<file path="src/rtl/usd_pkg.sv">
// Shared types, constants and lead-byte decode for the UTF-8 stream decoder.
package usd_pkg;

  localparam int unsigned ByteW  = 8;
  localparam int unsigned CpW    = 31;
  localparam int unsigned CountW = 3;

  localparam logic [ByteW-1:0] AsciiMax   = 8'h7f;
  localparam logic [ByteW-1:0] PayloadMsk = 8'h3f;
  localparam logic [ByteW-1:0] ContMin    = 8'h80;
  localparam logic [ByteW-1:0] ContMax    = 8'hbf;
  localparam logic [ByteW-1:0] LeadMin    = 8'hc2;
  localparam logic [ByteW-1:0] LeadMax    = 8'hfd;

  typedef struct packed {
    logic [CpW-1:0]    code_point;
    logic [CountW-1:0] byte_count;
    logic              error;
  } res_t;

  // Sequence length set by a lead byte; zero for a byte that cannot lead.
  function automatic logic [CountW-1:0] lead_length(input logic [ByteW-1:0] b);
    logic [CountW-1:0] len;
    len = 3'd0;
    if (b <= AsciiMax) begin
      len = 3'd1;
    end else if (b >= LeadMin && b <= LeadMax) begin
      case (b[7:2])
        6'b110000, 6'b110001, 6'b110010, 6'b110011,
        6'b110100, 6'b110101, 6'b110110, 6'b110111: len = 3'd2;
        6'b111000, 6'b111001, 6'b111010, 6'b111011: len = 3'd3;
        6'b111100, 6'b111101:                       len = 3'd4;
        6'b111110:                                  len = 3'd5;
        6'b111111:                                  len = 3'd6;
        default:                                    len = 3'd0;
      endcase
    end
    return len;
  endfunction

  // Payload bits kept from a lead byte of a multi-byte sequence.
  function automatic logic [ByteW-1:0] lead_payload(input logic [ByteW-1:0] b,
                                                    input logic [CountW-1:0] len);
    logic [ByteW-1:0] p;
    case (len)
      3'd2:    p = b & 8'h1f;
      3'd3:    p = b & 8'h0f;
      3'd4:    p = b & 8'h07;
      3'd5:    p = b & 8'h03;
      3'd6:    p = b & 8'h01;
      default: p = 8'h00;
    endcase
    return p;
  endfunction

endpackage

</file>
<file path="src/rtl/utf8_stream_decoder_unit.sv">
// Top level of the byte-serial UTF-8 decoder (sequences of up to six bytes).
//
//   channel | valid      | stall      | payload
//   --------+------------+------------+------------------------------------
//   bytes   | data_valid | data_stall | data_byte
//   chars   | char_valid | char_stall | code_point, byte_count, error
//
// One byte per cycle sustained while the result buffer has room; each byte is decoded from the input register.
// A result passes from the input register through the decode stage into the result buffer before it is valid.
// data_stall comes from registered status only, never from char_stall directly.
// Synchronous reset returns the decoder to idle and empties both buffers.
module utf8_stream_decoder_unit (
  input  logic                        clk,
  input  logic                        rst,
  input  logic                        data_valid,
  output logic                        data_stall,
  input  logic [usd_pkg::ByteW-1:0]   data_byte,
  output logic                        char_valid,
  input  logic                        char_stall,
  output logic [usd_pkg::CpW-1:0]     code_point,
  output logic [usd_pkg::CountW-1:0]  byte_count,
  output logic                        error
);

  logic                      held_valid;
  logic [usd_pkg::ByteW-1:0] held_byte;
  logic                      room;
  logic                      advance;
  logic                      emit;
  usd_pkg::res_t             res;

  assign advance = held_valid && room;

  usd_in_reg u_in_reg (
    .clk        (clk),
    .rst        (rst),
    .data_valid (data_valid),
    .data_stall (data_stall),
    .data_byte  (data_byte),
    .take       (advance),
    .held_valid (held_valid),
    .held_byte  (held_byte)
  );

  usd_decode u_decode (
    .clk     (clk),
    .rst     (rst),
    .advance (advance),
    .byte_in (held_byte),
    .emit    (emit),
    .res     (res)
  );

  usd_result_buf u_result_buf (
    .clk        (clk),
    .rst        (rst),
    .push       (advance && emit),
    .push_res   (res),
    .room       (room),
    .char_valid (char_valid),
    .char_stall (char_stall),
    .code_point (code_point),
    .byte_count (byte_count),
    .error      (error)
  );

endmodule

</file>
<file path="src/rtl/usd_in_reg.sv">
// Input register: holds one byte until the decode stage takes it.
module usd_in_reg (
  input  logic                        clk,
  input  logic                        rst,
  input  logic                        data_valid,
  output logic                        data_stall,
  input  logic [usd_pkg::ByteW-1:0]   data_byte,
  input  logic                        take,
  output logic                        held_valid,
  output logic [usd_pkg::ByteW-1:0]   held_byte
);

  logic load;

  assign data_stall = held_valid && !take;
  assign load       = data_valid && !data_stall;

  always_ff @(posedge clk) begin
    if (rst) begin
      held_valid <= 1'b0;
    end else begin
      held_valid <= load || (held_valid && !take);
    end
    if (load) begin
      held_byte <= data_byte;
    end
  end

endmodule

</file>
<file path="src/rtl/usd_decode.sv">
// Decode stage: sequence state and per-byte decode of one held byte.
module usd_decode (
  input  logic                        clk,
  input  logic                        rst,
  input  logic                        advance,
  input  logic [usd_pkg::ByteW-1:0]   byte_in,
  output logic                        emit,
  output usd_pkg::res_t               res
);

  logic [usd_pkg::CpW-1:0]    accumulator, accumulator_next;
  logic [usd_pkg::CountW-1:0] bytes_remaining, bytes_remaining_next;
  logic [usd_pkg::CountW-1:0] sequence_length, sequence_length_next;
  logic [usd_pkg::CountW-1:0] len;
  logic [usd_pkg::CpW-1:0]    shifted;
  logic                       is_cont;

  assign len     = usd_pkg::lead_length(byte_in);
  assign is_cont = byte_in >= usd_pkg::ContMin && byte_in <= usd_pkg::ContMax;
  assign shifted = {accumulator[usd_pkg::CpW-7:0], byte_in[5:0] & usd_pkg::PayloadMsk[5:0]};

  always_comb begin
    emit                 = 1'b0;
    res                  = '0;
    accumulator_next     = '0;
    bytes_remaining_next = '0;
    sequence_length_next = '0;
    if (bytes_remaining == 3'd0) begin
      if (len == 3'd0) begin
        emit      = 1'b1;
        res.error = 1'b1;
      end else if (len == 3'd1) begin
        emit           = 1'b1;
        res.code_point = {{(usd_pkg::CpW-7){1'b0}}, byte_in[6:0] & usd_pkg::AsciiMax[6:0]};
        res.byte_count = 3'd1;
      end else begin
        accumulator_next     = {{(usd_pkg::CpW-usd_pkg::ByteW){1'b0}},
                                usd_pkg::lead_payload(byte_in, len)};
        bytes_remaining_next = len - 3'd1;
        sequence_length_next = len;
      end
    end else if (!is_cont) begin
      emit      = 1'b1;
      res.error = 1'b1;
    end else if (bytes_remaining == 3'd1) begin
      emit           = 1'b1;
      res.code_point = shifted;
      res.byte_count = sequence_length;
    end else begin
      accumulator_next     = shifted;
      bytes_remaining_next = bytes_remaining - 3'd1;
      sequence_length_next = sequence_length;
    end
  end

  always_ff @(posedge clk) begin
    if (rst) begin
      accumulator     <= '0;
      bytes_remaining <= '0;
      sequence_length <= '0;
    end else if (advance) begin
      accumulator     <= accumulator_next;
      bytes_remaining <= bytes_remaining_next;
      sequence_length <= sequence_length_next;
    end
  end

endmodule

</file>
<file path="src/rtl/usd_result_buf.sv">
// Two-entry result buffer: decouples output stall from the decode stage.
module usd_result_buf (
  input  logic                        clk,
  input  logic                        rst,
  input  logic                        push,
  input  usd_pkg::res_t               push_res,
  output logic                        room,
  output logic                        char_valid,
  input  logic                        char_stall,
  output logic [usd_pkg::CpW-1:0]     code_point,
  output logic [usd_pkg::CountW-1:0]  byte_count,
  output logic                        error
);

  usd_pkg::res_t head, tail;
  logic [1:0]    count;
  logic          pop;

  assign room       = count != 2'd2;
  assign char_valid = count != 2'd0;
  assign pop        = char_valid && !char_stall;
  assign code_point = head.code_point;
  assign byte_count = head.byte_count;
  assign error      = head.error;

  always_ff @(posedge clk) begin
    if (rst) begin
      count <= 2'd0;
    end else begin
      count <= count + {1'b0, push} - {1'b0, pop};
    end
    if (push && pop) begin
      if (count == 2'd1) begin
        head <= push_res;
      end else begin
        head <= tail;
        tail <= push_res;
      end
    end else if (push) begin
      if (count == 2'd0) begin
        head <= push_res;
      end else begin
        tail <= push_res;
      end
    end else if (pop) begin
      head <= tail;
    end
  end

endmodule

</file>
<file path="config.mk">
export PLATFORM = sky130hd
export DESIGN_NAME = utf8_stream_decoder_unit
export DESIGN_NICKNAME = d
export VERILOG_FILES = /design/src/rtl/usd_pkg.sv /design/src/rtl/utf8_stream_decoder_unit.sv /design/src/rtl/usd_in_reg.sv /design/src/rtl/usd_decode.sv /design/src/rtl/usd_result_buf.sv
export SDC_FILE = /design/constraint.sdc
export NUM_CORES = 1
export LEC_CHECK = 0
export BUFFER_PORTS_ARGS = -buffer_cell sky130_fd_sc_hd__clkbuf_2
export CAP_MARGIN = 20
export CORE_ASPECT_RATIO = 0.5
export CORE_MARGIN = 2
export CORE_UTILIZATION = 63
export DETAILED_ROUTE_END_ITERATION = 7
export PLACE_DENSITY = 0.83
export RECOVER_POWER = 100
export SYNTH_ARGS = -nofsm -noshare
export SYNTH_HDL_FRONTEND = slang
export SYNTH_HIERARCHICAL = 1
export SYNTH_SLANG_ARGS = --single-unit
</file>
<file path="constraint.sdc">
create_clock -name clk -period 7.2 [get_ports clk]
set_input_delay 1.44 -clock clk [delete_from_list [all_inputs] [get_ports clk]]
set_output_delay 1.44 -clock clk [all_outputs]
set_load 0.01 [all_outputs]
</file>
==> Word level (Yosys, flattened, before mapping) <==
Memory sizes are Yosys's and may differ from the RTL's. A register that Yosys moved wholly into a read port is not among the register bits.
Cells that the tools add are included.
{ "word_totals": {"regBits": 112, "rom_bits": 192, "in_bits": 12, "output_inout_bits": 37, "elab_cells": 96, "n_memories": 1} }
{ "classes": {"add_sub_neg": 4, "magnitude_cmp": 5, "eq_ne": 13, "n_mux": 40, "reduce_logical": 21} }
{ "mem_list": {"columns": ["name", "words", "word_bits", "rd", "rd_clocked_by_memory_dff", "wr", "line", "text"], "rows": [
  ["(no name shown)", 64, 3, 1, 1, 0, "usd_pkg.sv:28", "case (b[7:2])"]
]} }
{ "op_table": {"columns": ["op", "count"], "rows": [
  ["two-way mux 35 bit", 10],
  ["two-way mux 34 bit", 3],
  ["two-way mux 25 bit", 3],
  ["two-way mux 3 bit", 12],
  ["one-hot mux 5 bit (5 select lines)", 1],
  [">= comparator 8 bit, second input constant", 2],
  ["less-or-equal comparator 8 bit, second input constant", 2],
  ["two-way mux 8 bit", 2],
  ["two-way mux 10 bit", 1],
  ["equality test 3 bit, second input constant", 3],
  ["less-or-equal comparator 8 x 7 -> 1 bit, second input constant", 1],
  ["logical AND 1 bit", 8],
  ["two-way mux 1 bit", 7],
  ["equality test 3 x 1 -> 1 bit, second input constant", 2],
  ["equality test 3 x 2 -> 1 bit, second input constant", 2],
  ["zero test 3 bit", 2],
  ["two-way mux 6 bit", 1],
  ["inequality test 3 bit, second input constant", 2],
  ["subtractor 3 x 1 -> 3 bit, second input constant", 2],
  ["inequality test 2 bit, second input constant", 2],
  ["AND reduction 2 bit", 2],
  ["nonzero test 2 bit", 2],
  ["zero test 1 bit", 3],
  ["AND reduction 3 bit", 1],
  ["7 further kinds", 7]
]} }

==> Logic depth before layout (Yosys ltp) <==
Gate-level depths: netlist of the first run.
{ "depth": {"word_depth": 12, "depth_mapped": 13, "mapped_depth_nobuf": 13} }

==> By module <==
The synthesis of the first run kept the hierarchy.
{ "modules_own_cells": {"columns": ["mod", "instances", "cells_per_inst", "area_per_inst_um2", "seq_area_each_um2"], "rows": [
  ["usd_result_buf", 1, 127, 2808.9, 2142.1],
  ["usd_decode", 1, 206, 1774.2, 620.6],
  ["usd_in_reg", 1, 12, 290.3, 260.2],
  ["utf8_stream_decoder_unit", 1, 2, 12.5, 0.0]
]} }

==> Worst setup path after synthesis of the first run <==
Ideal clock, no wire load.
{ "synth_timing": {"path_kind": "register -> register", "start": "register u_in_reg/held_byte[3] (netlist bit)", "end": "register u_result_buf.head (netlist bit u_result_buf/byte_count[0]), enable pin", "setup_time_ps": 439, "t_arrival_ps": 3848, "required_time_ps": 6761, "path_slack_ps": 2913, "stages_incl_launch_ff": 12, "path_buffers": 0, "synth_period_minus_slack_ps": 4287, "cell_sequence": "edfxtp_1 -> or4_1 -> a21oi_1 -> nor3_1 -> inv_1 -> ha_1 -> or2_2 -> a21oi_4 -> nor2_1 -> and3_1 -> nor2_1 -> a21oi_1"} }
{ "synth_via": {"elab_chain_len": 12, "elab_cells_between_ends": 20, "cone_classes": "order compare (5); eq/ne (2); mux (6); reduce/logical (7)"} }
{ "synth_rtl": {"columns": ["item", "line", "text"], "rows": [
  ["from (decl)", "usd_in_reg.sv:10", "output logic [usd_pkg::ByteW-1:0] held_byte"],
  ["from (signal assigned)", "usd_in_reg.sv:25", "held_byte <= data_byte;"],
  [">= comparator 8 bit or less-or-equal comparator 8 bit (tied branches)", "usd_pkg.sv:27", "end else if (b >= LeadMin && b <= LeadMax) begin"],
  ["logical AND 1 bit", "usd_pkg.sv:27", null],
  ["two-way mux 3 bit", "usd_pkg.sv:27", null],
  ["two-way mux 3 bit", "usd_pkg.sv:25", "if (b <= AsciiMax) begin"],
  ["equality test 3 x 1 -> 1 bit", "usd_decode.sv:32", "end else if (len == 3'd1) begin"],
  ["two-way mux 1 bit", "usd_decode.sv:32", null],
  ["two-way mux 1 bit", "usd_decode.sv:29", "if (len == 3'd0) begin"],
  ["two-way mux 1 bit *", "usd_decode.sv:28", "if (bytes_remaining == 3'd0) begin"],
  ["net emit", "utf8_stream_decoder_unit.sv:29", "logic emit;"],
  ["logical AND 1 bit *", "utf8_stream_decoder_unit.sv:57", ".push (advance && emit),"],
  ["logical AND 1 bit", "usd_result_buf.sv:32", "if (push && pop) begin"],
  ["inequality test 3 bit (no line) or nonzero test 3 bit (tied branches)", null, null],
  ["AND reduction 2 bit (no line) *", null, null],
  ["to (signal assigned)", "usd_result_buf.sv:34", "head <= push_res;"],
  ["to (signal assigned)", "usd_result_buf.sv:36", "head <= tail;"],
  ["to (signal assigned)", "usd_result_buf.sv:41", "head <= push_res;"],
  ["to (decl)", "usd_result_buf.sv:15", "usd_pkg::res_t head, tail;"]
]} }
Mark *: on every way through the listed nets, which the timed path passes. The rest lies on a longest branch.
A chain may end at the register's enable or synchronous reset.

==> Final worst setup path of the first run <==
{ "layout_timing": {"start": "register u_in_reg/held_byte[3] (netlist bit)", "end": "register u_result_buf.head (netlist bit u_result_buf/code_point[15]), enable pin"} }
The elaborated chain is that of the path after synthesis.

==> results of run 1 <==
-- per-stage QoR --
stage	hold slack (ps)	power, W
detailed placement	443	0.00142
floorplan	427	0.00125
CTS	452	0.00194
finish	452	0.00186
global placement	441	0.00139
global route	476	0.00194
-- flip-flops by register name, summed over array words and instances, names as in the netlist --
| register | cells |
|---|---|
| u_result_buf/byte_count | 3 |
| u_decode/bytes_remaining | 3 |
| u_result_buf/tail | 35 |
| u_decode/accumulator | 25 |
| u_result_buf/count | 2 |
| u_result_buf/error | 1 |
| u_in_reg/held_valid | 1 |
| u_decode/sequence_length | 3 |
| u_in_reg/held_byte | 8 |
| u_result_buf/code_point | 31 |
-- report_power, final --
group | leakage, nW | total (W) | internal (W) | switching, W
Combinational | 0.744 | 0.000422 | 0.000135 | 0.000287
Clock | 0.163 | 0.000522 | 0.000303 | 0.000220
Sequential | 1.02 | 0.000913 | 0.000871 | 0.0000412
-- kinds of logic after synthesis --
group                      Yosys count  share of synthesized area
AOI/OAI and AO/OA                   38                     0.0648
xor gates and xnor gates             2                    0.00359
adders and majority gates           10                     0.0256
buffers and inverters               26                     0.0271
DFF                                112                      0.619
muxes                               57                      0.149
and+or+nand+nor                    102                      0.111
-- placed cells by master, fill, tap and decap left out, types with 2 or more instances in the layout --
cell / synthesis / routed
edfxtp_1: 78 / 78
clkbuf_1: 7 / 41
dfxtp_1: 34 / 34
and2_0: 0 / 31
mux2_1: 0 / 29
nor2_1: 27 / 27
mux2i_1: 22 / 22
nand2_1: 14 / 14
a21oi_1: 13 / 14
inv_1: 12 / 12
clkbuf_2: 0 / 11
clkbuf_16: 0 / 10
ha_1: 10 / 10
nand3_1: 5 / 5
mux2_2: 5 / 5
nor2b_1: 4 / 4
nand2b_1: 3 / 3
o21ai_0: 3 / 3
nand4_1: 3 / 3
o41ai_1: 1 / 3
a211oi_1: 3 / 3
clkinv_2: 0 / 2
nor3_1: 2 / 2
and2_1: 33 / 2
or2_2: 2 / 2
xnor2_1: 2 / 2
-- layer usage --
| layer | wire length [µm] | global-route usage |
|---|---|---|
| met5 | 0 | 0 |
| met2 | 4390 | 0.396 |
| met4 | 83 | 0.0652 |
| met3 | 413 | 0.0558 |
| met1 | 3920 | 0.267 |
-- layout make-up --
class                      count  area (µm²)
sequential                   112        3020
fill                         527        2090
multi-input combinational    209        1600
clock buffer                  11         264
timing repair buffer          53         216
tap                           96         120
clock inverter                 5        60.1
inverter                      14        52.6
-- worst reg2reg max path, stage by stage (launching register included) --
cell and delay [ps]:
edfxtp_1 520, or4_1 550, a21oi_1 190, nor3_1 130, inv_1 140, ha_1 260
or2_2 160, a21oi_1 130, nor2_1 130, and3_1 270, nor2_1 70, a21oi_1 1170
clkbuf_1 920
-- worst max-delay path by stage --
stage	slack (ps)	startpoint	to	cells past startpoint
after CTS	3370	u_in_reg/held_byte[3]$_DFFE_PP_	u_result_buf/tail[1]$_DFFE_PP_	11
final	2150	u_in_reg/held_byte[3]$_DFFE_PP_	u_result_buf/code_point[15]$_DFFE_PP_	12
after global placement	3690	u_in_reg/held_byte[3]$_DFFE_PP_	u_result_buf/tail[20]$_DFFE_PP_	11
after global routing	1790	u_in_reg/held_byte[3]$_DFFE_PP_	u_result_buf/code_point[15]$_DFFE_PP_	12
after floorplan	2910	u_in_reg/held_byte[3]$_DFFE_PP_	u_result_buf/byte_count[0]$_DFFE_PP_	11
after detailed placement	3390	u_in_reg/held_byte[3]$_DFFE_PP_	u_result_buf/tail[17]$_DFFE_PP_	11
==> metrics.cfg, run 1 <==
[logic_synthesis]
yosysTopAreaCellShare=0.479
ys_async_sr_fraction=0
yosys_warnings=6
synth_edf_count=78
synth_most_common_cell=edfxtp_1
yosysTopAreaCell=edfxtp_1
ys_seq_area_frac=0.619
synth.cell_area_um2=4890
synth_area_leaders=edfxtp_1, dfxtp_1, mux2_4
yosys-top-cells-count=edfxtp_1, dfxtp_1, and2_1
ys_ff_latch=112
syn-num-nets=369
synth_cells=347
ys.flop_type=edfxtp_1
syn_area_per_cell_um2=14.1
synth.distinct_cells=52

[cts]
clock_latency_ps=350
cts_hold_buf=0
cts_resized=0
cts_buffers=9
path_clk_slew_ps=70
cts_root_buf=clkbuf_16
post_cts_buffers=0
clock_path_buffers=2
cts_tree=done
ctsHtreeMaxLevel=3
clock_sinks=112

[global_routing]
antenna_found_initial=0
grt_pass1_wl_um=14000
grt_pass1_vias=2879
grt_max_degree=36
grt_use_total=0.220
grt-ovfl-total=0

[timing]
setup_viol=0
skew_ps=6.94
fin_setup_tns_ps=0
min_period_ps=5050
setup_slack_ps=2150
hold_viol_final=0
max_freq_ghz=0.198
timing.slew.headroom=-0.345
worst_pin_slew_ps=2020
rsz0062_at_grt=no
finalMaxSlewViolations=49
fin_crit_sh=0.701

[worst_hold_path]
hold_end=u_decode/sequence_length[1]$_SDFFE_PP0P_
whs_path_depth=2
hold_start=u_decode/sequence_length[1]$_SDFFE_PP0P_
min_path_type=flip-flop to flip-flop

[critical_path]
cp-start-kind=flip-flop
critPathTopFamily=compound AO/OA/AOI/OAI gates
critPathKind=flip-flop to flip-flop
r2r-end=u_result_buf/code_point[15]$_DFFE_PP_
path_cells=or4_1, a21oi_1, nor3_1, inv_1, ha_1, or2_2, a21oi_1, nor2_1, and3_1, nor2_1, a21oi_1, clkbuf_1
r2r_slack_ps=2150
required_ps=7160
r2r_start=u_in_reg/held_byte[3]$_DFFE_PP_
cp_max_fo=21
r2r_cells=12
arrival_ps=5010
path_common_cell=a21oi_1
cpPeakStageDelay_ps=1170
crit_slowest_cell=a21oi_1
path_buf_inv=2
end_kind=flip-flop

[floorplan]
initial_core_util=0.657
die_w_um=129
core-area_um2=7430
rows=22
pin_count=49
dieArea_um2=8520
die_y_um=66.3

[placement]
dp.cells=483
dpl-instance-area_um2=5220
post-dp-hpwl_um=5840
port_buffers=48
routabilityCongestion=0.920
preCtsSetupSlack_ps=3390

[outcome]
violations=capacitance limit, slew limit
status=finished with violations

[detailed_routing]
drtPass1Iterations=4
drcViolationCount=0
wl_per_cell_um=17.6
routed_wl_um=8810
drt-vias-per-instance=5.74
drt_iter0_drc=234
ant_nets=0
vias=2868

[finish]
fin_util=0.718
final_area_um2=5340
drive_gt1_frac=0.109
fin_nets=421
area.growth.synth_to_final_pct=9.24
layout.cells.non_filler=500
antenna_cells=0

[flow_run]
drv_cap=2

[power_and_ir_drop]
cellLeakagePower_nw=1.93
ir_drop_v=0.000185
powerDensity_nw_per_um2=348

(Power assumes the default switching activity.)
==> run 2, diff against run 1 <==
--- a/config.mk
+++ b/config.mk
@@ -9,9 +9,9 @@
 export CAP_MARGIN = 20
 export CORE_ASPECT_RATIO = 0.5
 export CORE_MARGIN = 2
-export CORE_UTILIZATION = 63
+export CORE_UTILIZATION = 53
 export DETAILED_ROUTE_END_ITERATION = 7
-export PLACE_DENSITY = 0.83
+export PLACE_DENSITY = 0.75
 export RECOVER_POWER = 100
 export SYNTH_ARGS = -nofsm -noshare
 export SYNTH_HDL_FRONTEND = slang
==> constraint.sdc (replaced) <==
create_clock -name clk -period 4.6 [get_ports clk]
set_input_delay 0.92 -clock clk [delete_from_list [all_inputs] [get_ports clk]]
set_output_delay 0.92 -clock clk [all_outputs]
set_load 0.01 [all_outputs]
==> run 2 against run 1 <==
Net effect: the run still ends with capacitance limit, slew limit left; hold slack better by 15 ps; design area up 0.16%; via count down 1.7%; largest power group unchanged; die area up 18%; utilization down 11 points; setup slack worse by 1500 ps; clock skew down 1.5 ps.
==> metrics.cfg, run 2 (same netlist as run 1, synthesis figures left out) <==
[finish]
antenna_cells=0  ; unchanged
fin_nets=421  ; unchanged
area.growth.synth_to_final_pct=9.42
drive_gt1_frac=0.111  ; +0.00248
n_fill_cell=707  ; +34%
layout.cells.most_common=edfxtp_1
largest_register=u_result_buf/tail
final_cell_mix=edfxtp_1, clkbuf_1, dfxtp_1, and2_0
largest_reg_flops=35  ; unchanged
fin_util=0.606  ; -0.113

[cts]
clock_path_buffers=2  ; unchanged
cts_hold_buf=0  ; unchanged
clock_sinks=112  ; unchanged
cts_buffers=9  ; unchanged
path_clk_slew_ps=70  ; about the same
cts_resized=0  ; unchanged
cts_root_buf=clkbuf_16
post_cts_buffers=0  ; unchanged
cts_tree=done
clock_latency_ps=340  ; about the same
ctsHtreeMaxLevel=3  ; unchanged

[floorplan]
core-area_um2=8830  ; +19%
pin_count=49  ; unchanged
dieArea_um2=10000  ; +18%
die_y_um=71.9  ; +8.5%
rows=24  ; +9.1%
initial_core_util=0.553  ; -0.104
die_w_um=140  ; +8.7%

[timing]
rsz0062_at_grt=no
setup_viol=0  ; unchanged
finalMaxSlewViolations=33  ; -33%
max_freq_ghz=0.253  ; +28%
skew_ps=5.40  ; -1.53 ps
min_period_ps=3950  ; -1090 ps
hold_viol_final=0  ; unchanged
fin_crit_sh=0.860  ; +0.158
worst_pin_slew_ps=1940  ; -80.4 ps
fin_setup_tns_ps=0  ; unchanged
timing.slew.headroom=-0.292  ; +0.0536

[detailed_routing]
wl_per_cell_um=16.8  ; -4.6%
routed_wl_um=8760  ; -0.56%
ant_nets=0  ; unchanged
drtPass1Iterations=4  ; unchanged
drt_iter0_drc=270  ; +15%
drcViolationCount=0  ; unchanged
drt-vias-per-instance=5.41  ; -5.7%
vias=2818  ; -1.7%

[outcome]
status=finished with violations
violations=capacitance limit, slew limit

[critical_path]
path_common_cell=a21oi_1
cp-start-kind=flip-flop
critPathTopFamily=simple AND/OR/NAND/NOR gates
r2r_slack_ps=650  ; -1510 ps
arrival_ps=4040  ; -970 ps
crit_slowest_cell=nor3_1
critPathKind=flip-flop to flip-flop
path_cells=nand2_1, a21oi_1, nor3_1, inv_1, ha_1, or2_2, a21oi_1, nor2_1, and3_1, o21ai_4, clkbuf_2, mux2_1
end_kind=flip-flop
cp_max_fo=24  ; +14%
path_buf_inv=2  ; unchanged
required_ps=4680  ; -2480 ps
cpPeakStageDelay_ps=460  ; -710 ps

[global_routing]
grt_pass1_vias=2852  ; -0.94%
grt_max_degree=36  ; unchanged
grt-ovfl-total=0  ; unchanged
antenna_found_initial=0  ; unchanged
grt_pass1_wl_um=14300  ; +2.1%
grt_use_total=0.182  ; -0.0379

[power_and_ir_drop]
cellLeakagePower_nw=1.92  ; -0.33%
powerDensity_nw_per_um2=538  ; +55%
ir_drop_v=0.000266  ; +44%
p_total_w=0.00288  ; +55%

[placement]
post-dp-hpwl_um=5920  ; +1.4%
routabilityCongestion=0.913  ; -0.75%
port_buffers=48  ; unchanged

[flow_run]
drv_cap=1  ; -1

[worst_hold_path]
min_path_type=flip-flop to flip-flop

-- run 2: worst reg2reg max path: cells and delay by family, from the launching register on --
family	cells	cell delay, ps
compound gates	3	690
fa+ha+maj	1	280
buf+inv	2	620
flops	1	450
mux	1	370
simple gates	5	1280
-- run 2: final timing paths --
kind                                                  from                                       end  cells past startpoint
hold reg to reg   u_decode/sequence_length[0]$_SDFFE_PP0P_  u_decode/sequence_length[0]$_SDFFE_PP0P_                      2
hold / removal    u_decode/sequence_length[0]$_SDFFE_PP0P_  u_decode/sequence_length[0]$_SDFFE_PP0P_                      2
setup / recovery           u_in_reg/held_byte[5]$_DFFE_PP_     u_result_buf/code_point[10]$_DFFE_PP_                     12
setup reg to reg           u_in_reg/held_byte[5]$_DFFE_PP_     u_result_buf/code_point[10]$_DFFE_PP_                     12
-- run 2: power breakdown --
part	switching (W)	internal [W]	leakage (nW)	total [W]
Clock	0.000351	0.000429	0.147	0.000780
Combinational	0.000456	0.000217	0.753	0.000673
Sequential	0.0000632	0.00136	1.02	0.00143
Total	0.000870	0.00201	1.92	0.00288
-- run 2: cell type report --
type / instances / area (µm²) / area share
repair buffers: 53 / 215 / 0.0403
multi-input cells: 209 / 1610 / 0.300
well taps: 117 / 146 / 0.0274
inverters: 14 / 52.6 / 0.00983
flip-flops and latches: 112 / 3020 / 0.565
clock inverters: 7 / 77.6 / 0.0145
clock buffers: 9 / 225 / 0.0421
-- run 2: per-stage QoR --
step	instance area (µm²)	hold slack (ps)	std cells	setup WS [ps]
global placement	5250	443	505	1020
finish	5350	466	521	646
floorplan	4890	427	347	313
global route	5350	487	521	356
detailed placement	5250	457	505	798
CTS	5550	467	521	771
-- run 2: layer usage --
layer | GRT usage | wire, µm | up-vias
met4 | 0.0633 | 162 | 0
met5 | 0 | 0 | -
met3 | 0.0528 | 514 | 19
met1 | 0.237 | 4110 | 1340
met2 | 0.300 | 3970 | 98
li1 | - | - | 1361
==> run 3, diff against run 2 <==
--- a/config.mk
+++ b/config.mk
@@ -8,10 +8,9 @@
 export BUFFER_PORTS_ARGS = -buffer_cell sky130_fd_sc_hd__clkbuf_2
 export CAP_MARGIN = 20
 export CORE_ASPECT_RATIO = 0.5
-export CORE_MARGIN = 2
-export CORE_UTILIZATION = 53
+export CORE_UTILIZATION = 58
 export DETAILED_ROUTE_END_ITERATION = 7
-export PLACE_DENSITY = 0.75
+export PLACE_DENSITY = 0.78
 export RECOVER_POWER = 100
 export SYNTH_ARGS = -nofsm -noshare
 export SYNTH_HDL_FRONTEND = slang
==> constraint.sdc (replaced) <==
create_clock -name clk -period 4.3 [get_ports clk]
set_input_delay 0.86 -clock clk [delete_from_list [all_inputs] [get_ports clk]]
set_output_delay 0.86 -clock clk [all_outputs]
set_load 0.01 [all_outputs]
==> run 3 against run 2 <==
Net effect: the flow still finishes with violations (capacitance limit, slew limit); largest power group unchanged; critical endpoint is now u_result_buf/code_point[5]$_DFFE_PP_; global-route usage up 1.9 points; clock power is 0.5% lower; fmax up 3.3%.
==> metrics.cfg, run 3 (same netlist as run 1, synthesis figures left out) <==
[flow_run]
drv_cap=1  ; unchanged

[timing]
min_period_ps=3830  ; -126 ps
hold_viol_final=0  ; unchanged
setup_viol=0  ; unchanged
max_freq_ghz=0.261  ; +3.3%
fin_crit_sh=0.890  ; +0.0306
rsz0062_at_grt=no
fin_setup_tns_ps=0  ; unchanged
setup_slack_ps=472  ; -174 ps
finalMaxSlewViolations=32  ; -3.0%
skew_ps=8.43  ; +3.02 ps
worst_pin_slew_ps=1900  ; -40.4 ps
timing.slew.headroom=-0.265  ; +0.0269

[cts]
path_clk_slew_ps=70  ; about the same
cts_resized=0  ; unchanged
ctsHtreeMaxLevel=3  ; unchanged
cts_tree=done
post_cts_buffers=0  ; unchanged
clock_path_buffers=2  ; unchanged
cts_hold_buf=0  ; unchanged
cts_root_buf=clkbuf_16
clock_latency_ps=350  ; about the same
clock_sinks=112  ; unchanged
cts_buffers=9  ; unchanged

[outcome]
violations=capacitance limit, slew limit
status=finished with violations

[power_and_ir_drop]
ir_drop_v=0.000339  ; +27%
powerDensity_nw_per_um2=565  ; +5.0%
cellLeakagePower_nw=1.95  ; +1.3%

[finish]
layout.cells.most_common=edfxtp_1
final_cell_mix=edfxtp_1, clkbuf_1, dfxtp_1, and2_0, nor2_1
antenna_cells=0  ; unchanged
largest_register=u_result_buf/tail
fin_nets=422  ; +0.24%
drive_gt1_frac=0.128  ; +0.0170
area.growth.synth_to_final_pct=9.55
largest_reg_flops=35  ; unchanged

[floorplan]
rows=23  ; -4.2%
die_y_um=66.9  ; -6.9%
dieArea_um2=8820  ; -12%
pin_count=49  ; unchanged
die_w_um=132  ; -5.7%
initial_core_util=0.604  ; +0.0508
core-area_um2=8090  ; -8.4%

[global_routing]
busiest_layer=met2
grt-ovfl-total=0  ; unchanged
grt_util_met3=0.0594  ; +0.00656
grt_pass1_wl_um=13400  ; -6.4%
grt_max_degree=36  ; unchanged
grt_use_total=0.201  ; +0.0188
use_met2=0.350  ; +0.0501
met1_usage=0.242  ; +0.00540
grt_pass1_vias=2698  ; -5.4%
antenna_found_initial=0  ; unchanged

[critical_path]
path_buf_inv=2  ; unchanged
end_kind=flip-flop
critPathTopFamily=simple AND/OR/NAND/NOR gates
critPathKind=flip-flop to flip-flop
required_ps=4390  ; -290 ps
path_cells=nand2_1, a21oi_1, nor3_1, inv_1, ha_1, or2_2, a21oi_1, nor2_1, and3_1, o21ai_4, clkbuf_2, mux2_1
cp-start-kind=flip-flop
path_common_cell=a21oi_1
r2r_slack_ps=470  ; -170 ps
crit_slowest_cell=edfxtp_1
cpPeakStageDelay_ps=460  ; about the same
cp_max_fo=19  ; -21%
arrival_ps=3920  ; -120 ps

[detailed_routing]
drcViolationCount=0  ; unchanged
wl_per_cell_um=16.1  ; -4.3%
vias=2779  ; -1.4%
drt-vias-per-instance=5.38  ; -0.62%
drt_iter0_drc=180  ; -33%
routed_wl_um=8310  ; -5.1%
drtPass1Iterations=4  ; unchanged
ant_nets=0  ; unchanged

[placement]
preCtsSetupSlack_ps=600  ; -198 ps
post-dp-hpwl_um=5670  ; -4.3%
routabilityCongestion=0.902  ; -1.2%
port_buffers=48  ; unchanged

[worst_hold_path]
min_path_type=flip-flop to flip-flop

run 3: cell types whose count changed in the layout (fill, tap and decap cells not counted), sizes merged:
cell / change
inv: -1
clkinv: +1
clkinvlp: -1
bufinv: -1
clkbuf: +3
run 3: layout make-up:
| class | instances | area [µm²] |
|---|---|---|
| flip-flops and latches | 112 | 3020 |
| fillers | 635 | 2730 |
| multi-input cells | 209 | 1640 |
| clock buffers | 11 | 243 |
| repair buffers | 54 | 219 |
| well taps | 112 | 140 |
| inverters | 14 | 52.6 |
| clock inverters | 5 | 38.8 |
run 3: report_power, final:
group / leakage [nW] / internal (W) / total (W) / switching, W
clock: 0.142 / 0.000414 / 0.000776 / 0.000362
sequential: 1.02 / 0.00146 / 0.00153 / 0.0000691
combinational: 0.784 / 0.000243 / 0.000724 / 0.000481
run 3: path summary, 6_finish.rpt:
check,start,end,depth (start not counted)
max,u_in_reg/held_byte[5]$_DFFE_PP_,u_result_buf/code_point[5]$_DFFE_PP_,12
min reg2reg,u_decode/sequence_length[2]$_SDFFE_PP0P_,u_decode/sequence_length[2]$_SDFFE_PP0P_,2
min,u_decode/sequence_length[2]$_SDFFE_PP0P_,u_decode/sequence_length[2]$_SDFFE_PP0P_,2
max reg2reg,u_in_reg/held_byte[5]$_DFFE_PP_,u_result_buf/code_point[5]$_DFFE_PP_,12
run 3: routing by layer:
| layer | share of wire | vias to the layer above |
|---|---|---|
| met5 | 0 | - |
| met3 | 0.046 | 10 |
| met4 | 0.010 | 0 |
| li1 | - | 1360 |
| met2 | 0.49 | 75 |
| met1 | 0.45 | 1334 |
run 3: worst register-to-register path, cell delays in order, from the launching register on:
cell	delay, ps
edfxtp_1	460
nand2_1	210
a21oi_1	70
nor3_1	430
inv_1	160
ha_1	280
or2_2	300
a21oi_1	290
nor2_1	70
and3_1	250
o21ai_4	280
clkbuf_2	430
mux2_1	350
run 3: metrics by stage:
stage | cells | utilization | hold WS (ps) | area [µm²] | power (W)
floorplan | 347 | - | 427 | 4890 | 0.00210
global placement | 501 | 0.649 | 442 | 5250 | 0.00233
detailed placement | 501 | 0.649 | 443 | 5250 | 0.00238
CTS | 517 | 0.684 | 453 | 5530 | 0.00315
global route | 517 | 0.662 | 493 | 5350 | 0.00318
finish | 517 | 0.662 | 456 | 5350 | 0.00303
